`src/rtl/sapq_pkg.sv`:
```
`default_nettype none

package sapq_pkg;

  // Number of slots in the row of cells.
  localparam int DEPTH = 64;

  // Width of the occupancy count, wide enough to hold DEPTH itself.
  localparam int CNT_W = $clog2(DEPTH + 1);

  // Width of the reported count field.
  localparam int COUNT_OUT_W = 7;

  // Width of the data and priority fields.
  localparam int DATA_W = 32;

  // Operation codes carried on the mode field.
  typedef enum logic {
    MODE_ENQUEUE = 1'b0,
    MODE_DEQUEUE = 1'b1
  } mode_t;

  // Result status codes.
  typedef enum logic [1:0] {
    STATUS_DONE  = 2'd0,
    STATUS_FULL  = 2'd1,
    STATUS_EMPTY = 2'd2
  } status_t;

  // One stored pair.
  typedef struct packed {
    logic signed [DATA_W-1:0] value;
    logic signed [DATA_W-1:0] prio;
  } entry_t;

  // Command broadcast to every cell of the row.
  typedef struct packed {
    logic   enq;
    logic   deq;
    entry_t item;
  } cmd_t;

endpackage

`default_nettype wire

```
`src/rtl/sapq_cell.sv`:
```
`default_nettype none

module sapq_cell
  import sapq_pkg::*;
(
  input  wire logic   clk,
  input  wire cmd_t   cmd,
  input  wire logic   occupied,
  input  wire entry_t upper,
  input  wire logic   upper_ge,
  input  wire entry_t lower,
  output entry_t      entry,
  output logic        ge
);

  entry_t entry_next;

  // The cell keeps its pair on insert when it is stored and ranks at or above the new one.
  assign ge = occupied && ($signed(entry.prio) >= $signed(cmd.item.prio));

  // On insert the cell either keeps, takes the new pair or takes its upper neighbour's;
  // on removal every cell takes its lower neighbour's pair (the last cell keeps its own).
  always_comb begin
    entry_next = entry;
    if (cmd.enq) begin
      if (!ge) begin
        entry_next = upper_ge ? cmd.item : upper;
      end
    end else if (cmd.deq) begin
      entry_next = lower;
    end
  end

  // Pair register; its contents only matter while the slot is occupied.
  always_ff @(posedge clk) begin
    entry <= entry_next;
  end

endmodule

`default_nettype wire

```
`config.mk`:
```
export PLATFORM = sky130hd
export DESIGN_NAME = sapq_cell
export DESIGN_NICKNAME = d
export VERILOG_FILES = /design/src/rtl/sapq_pkg.sv /design/src/rtl/sapq_cell.sv
export SDC_FILE = /design/constraint.sdc
export NUM_CORES = 1
export LEC_CHECK = 0
export ABC_AREA = 1
export BUFFER_PORTS_ARGS = -buffer_cell sky130_fd_sc_hd__buf_4
export CORE_AREA = 3 3 100 102
export CTS_CLUSTER_DIAMETER = 120
export DETAILED_ROUTE_END_ITERATION = 10
export DIE_AREA = 0 0 103 105
export GPL_ROUTABILITY_DRIVEN = 0
export GPL_TIMING_DRIVEN = 0
export PLACE_DENSITY = 0.82
export SLEW_MARGIN = 20
export SYNTH_ARGS = -nofsm -noshare
export SYNTH_HDL_FRONTEND = slang
export SYNTH_SLANG_ARGS = --single-unit
```
`constraint.sdc`:
```
create_clock -name clk -period 5.6 [get_ports clk]
set_input_delay 0.28 -clock clk [delete_from_list [all_inputs] [get_ports clk]]
set_output_delay 0.28 -clock clk [all_outputs]
set_load 0.1 [all_outputs]
```
After elaboration in Yosys (flattened, before gate mapping)
Cells that the tools add are included.
{"block": "op_classes", "magnitude_cmp": 1, "eq_ne": 1, "n_mux": 4, "reduce_logical": 3}
{"cell": "two-way mux 64 bit", "n": 4}
{"cell": ">= comparator 32 bit", "n": 1}
{"cell": "inequality test 2 bit, second input constant", "n": 1}
{"cell": "AND reduction 2 bit", "n": 1}
{"cell": "nonzero test 2 bit", "n": 1}
{"cell": "logical AND 1 bit", "n": 1}
{"block": "word_totals", "register_bits": 64, "input_bits": 197, "out_inout_bits": 65, "elab_cells": 11}

Longest topological paths before layout
{"block": "depth", "word_depth": 4, "ltp_mapped": 18, "ltp_nobuf": 18}

Worst setup path after synthesis
OpenSTA, ideal clock, no wires.
{"block": "synth_path", "path_type": "reg-to-reg", "start": "register entry[19] (netlist bit)", "end": "register entry[0] (netlist bit) (enable)", "setup_time_ns": 0.424, "t_arrival_ns": 3.448, "required_ns": 5.176, "setup_slack_ns": 1.728, "path_stages_with_launch": 12, "path_buffers": 0, "period_less_slack_ns": 3.872, "path_cell_list": "edfxtp_1 -> ha_1 -> a21o_1 -> o21ai_1 -> nand2_1 -> a21oi_2 -> nand2_1 -> nand2_1 -> nand3_1 -> nand2_1 -> nand2_1 -> nand2_1"}
{"block": "synth_between", "elab_chain_cells": 4}
{"item": "from (decl)", "line": "sapq_cell.sv:12", "rtl": "output entry_t entry,"}
{"item": "from (signal assigned)", "line": "sapq_cell.sv:36", "rtl": "entry <= entry_next;"}
{"item": ">= comparator 32 bit", "line": "sapq_cell.sv:19", "rtl": "assign ge = occupied && ($signed(entry.prio) >= $signed(cmd.item.prio));"}
{"item": "logical AND 1 bit", "line": "sapq_cell.sv:19"}
{"item": "inequality test 2 bit (no source line)"}
{"item": "AND reduction 2 bit (no source line)"}
Every way passes these cells.
A chain may end at the register's enable or synchronous reset.

Worst setup path in the final report
{"block": "layout_path", "start": "register entry[31] (netlist bit)", "end": "register entry[42] (netlist bit) (enable)"}
Same word-level chain as after synthesis.

==> results.md <==
* Core footprint at 9200 sq um
* Cells after DPL at 866
* Vias at 4585
* Worst slack, placed at 2.89 ns
* Sequential Power Share at 34.5%
* Wire length per cell at 16.1 um
* Logic gate share of total power at 44.6%
* Drt first-iter violations at 259
* Required time worst endpoint at 5.62 ns
* Worst Path Arrival at 2.71 ns
* Final non-filler cell total at 881
* First-pass GRT wire length at 20700 um
* Yosys cell types at 23
* PnR worst setup slack at 2.91 ns
* Vias per cell at 5.20
* Int Pwr at 1.02 mW
* Top Registers: entry (64)
* Worst-margin pin slew at 0.528 ns
* Routed Wire Length at 14200 um
* Sw power at 787 uW
* Max_slew headroom at 64.8%
* Leak Pwr at 3.09 nW
* # IOs at 262
* Layout cells sized above 1 at 37.0%
* Net Sw Frac at 43.4%
* CP endpoint kind: flip-flop
* Worst VDD drop at 0.000152 V
* Port Buffers at 260
* Final setup fails at 0
* Grt ovf at 0
* Mapped Nets at 723
* Post-Syn Area at 4070 sq um
* Dpl hpwl at 11400 um
* Crit Path Max Fanout at 37
* Run status: finished, final reports clean
* CTS Buf Count at 9
* Min Clock Period, post-route at 2.69 ns
* Yosys top cell area share at 47.2%
* Area leader, netlist: edfxtp_1
* Initial antenna violation count at 0
* Worst Setup Path Type: reg2reg
* Clk buf depth at 2
* RSZ-0062 raised after global routing: no
* Later-pin clock latency in the skew report at 0.34 ns
* Largest Register: entry
* Startpoint Class: flip-flop
* Worst hold-check path type: in2reg
* Clock share of power at 20.9%
* Final count of hold timing violations at 0
* Nets at 995
* Initial Utilization at 44.3%
* Largest net degree at the start of global routing at 38
* Period utilization at 48.1%
* Number of routed nets with antenna violations at 0
* Post-CTS Resized at 0
* Final Max Tran Viols at 0
* Most common cell after layout, fill and taps aside: buf_4
* Max reg flops at 64
* Clock Root Buffer: clkbuf_8
* H-tree depth at 3
* Clk_skew at 0.00855 ns
* Total number of yosys warnings at 0
* Synth Area per Inst at 8.25 sq um
* Die height at 105 um
* Die area at 10800 sq um
* Number of global-route vias before repair at 4498
* GR Util All Layers at 24.8%
* # rows at 35
* Largest cells by area after synthesis: edfxtp_1, o21ai_0, ha_1
* Commonest non-fill, non-tap cells in the layout: buf_4, nand2_1, o21ai_0, nor2_1, edfxtp_1
* Sequential cell area fraction in the yosys report at 47.2%
* Yosys reg bits at 64
* PD cells at 284 nW/um^2
* Clock slew at reported path FFs at 0.07 ns
* CTS tree: yes
* Drc violations at 0
* Mapped Cells at 494
* WHS at 0.224 ns
* ANT cells at 0
* Die Wd at 103 um
* Sum of negative setup slack at 0 ns
* Max Freq at 372 MHz
* CTS Sinks at 64
* P&R area growth vs syn at 56.3%
* Max Cap Viol at 0
* Post-CTS setup buffers at 0
* Initial DRT Pass Iterations at 5
* Hold_buf cts at 0
## Yosys cell counts (all sizes together)
cell / count
a21oi: 14
ha: 32
nor2: 72
nand2: 100
clkbuf: 24
nand4: 3
edfxtp: 64
nor4: 1
nor3: 1
nand3: 3
a21o: 2
o21ai: 131
inv: 42
o21a: 2
buf: 3
## power groups by stage
stage	clock, mW	sequential (mW)	combinational [mW]
after detailed placement	0	0.636	0.809
after floorplan	0	1.02	0.167
final	0.378	0.625	0.808
after CTS	0.382	0.625	0.811
after global placement	0	0.636	0.792
after global routing	0.403	0.631	0.852
## through the flow
step | power (mW) | cell area, sq um | utilization (%)
2_1_floorplan | 1.19 | 4070 | -
3_3_place_gp | 1.43 | 6160 | 67.0
3_5_place_dp | 1.44 | 6190 | 67.3
4_1_cts | 1.82 | 6370 | 69.3
5_1_grt | 1.89 | 6370 | 69.3
6_report | 1.81 | 6370 | 69.3
## kinds of logic after synthesis
logic type / Yosys count / synth area share [%]
simple gates: 180 / 17.6
compound gates: 149 / 18.8
buf+inv: 69 / 6.66
flops: 64 / 47.2
fa+ha+maj: 32 / 9.83
## path summary, 6_finish.rpt
| kind | from | to | slack (ns) | cells past startpoint |
|---|---|---|---|---|
| worst max-delay path | entry[31] | entry[42] | 2.91 | 12 |
| worst min-delay path | lower[63] | entry[63] | 0.22 | 3 |
| worst max register to register | entry[31] | entry[42] | 2.91 | 12 |
| worst min register to register | entry[31] | entry[58] | 1.35 | 6 |
## metal layers
layer	wire length, um	GRT usage (%)
met2	7220	43.2
met3	1400	7.41
met5	0	0
met4	412	10.6
met1	5120	27.2
## layout make-up
type	count	area (sq um)
Buffer	27	114
Sequential cell	64	1920
Inverter	42	158
Tap cell	111	139
Multi-Input combinational cell	361	1890
Fill cell	748	2830
Clock inverter	5	48.8
Clock buffer	10	128
Timing Repair Buffer	261	1970
## worst max-delay path: stages (launching register included)
cell and delay [ns]:
edfxtp_1 0.39, ha_1 0.35, nand2_1 0.10, nor2_2 0.14
nand2_2 0.09, nor4_4 0.18, nand2_1 0.12, nand3_1 0.08
nand3_1 0.07, nand2_1 0.11, nand2_1 0.10, nand2_4 0.34
buf_12 0.27
No activity file was read; power rests on OpenSTA's default activity.
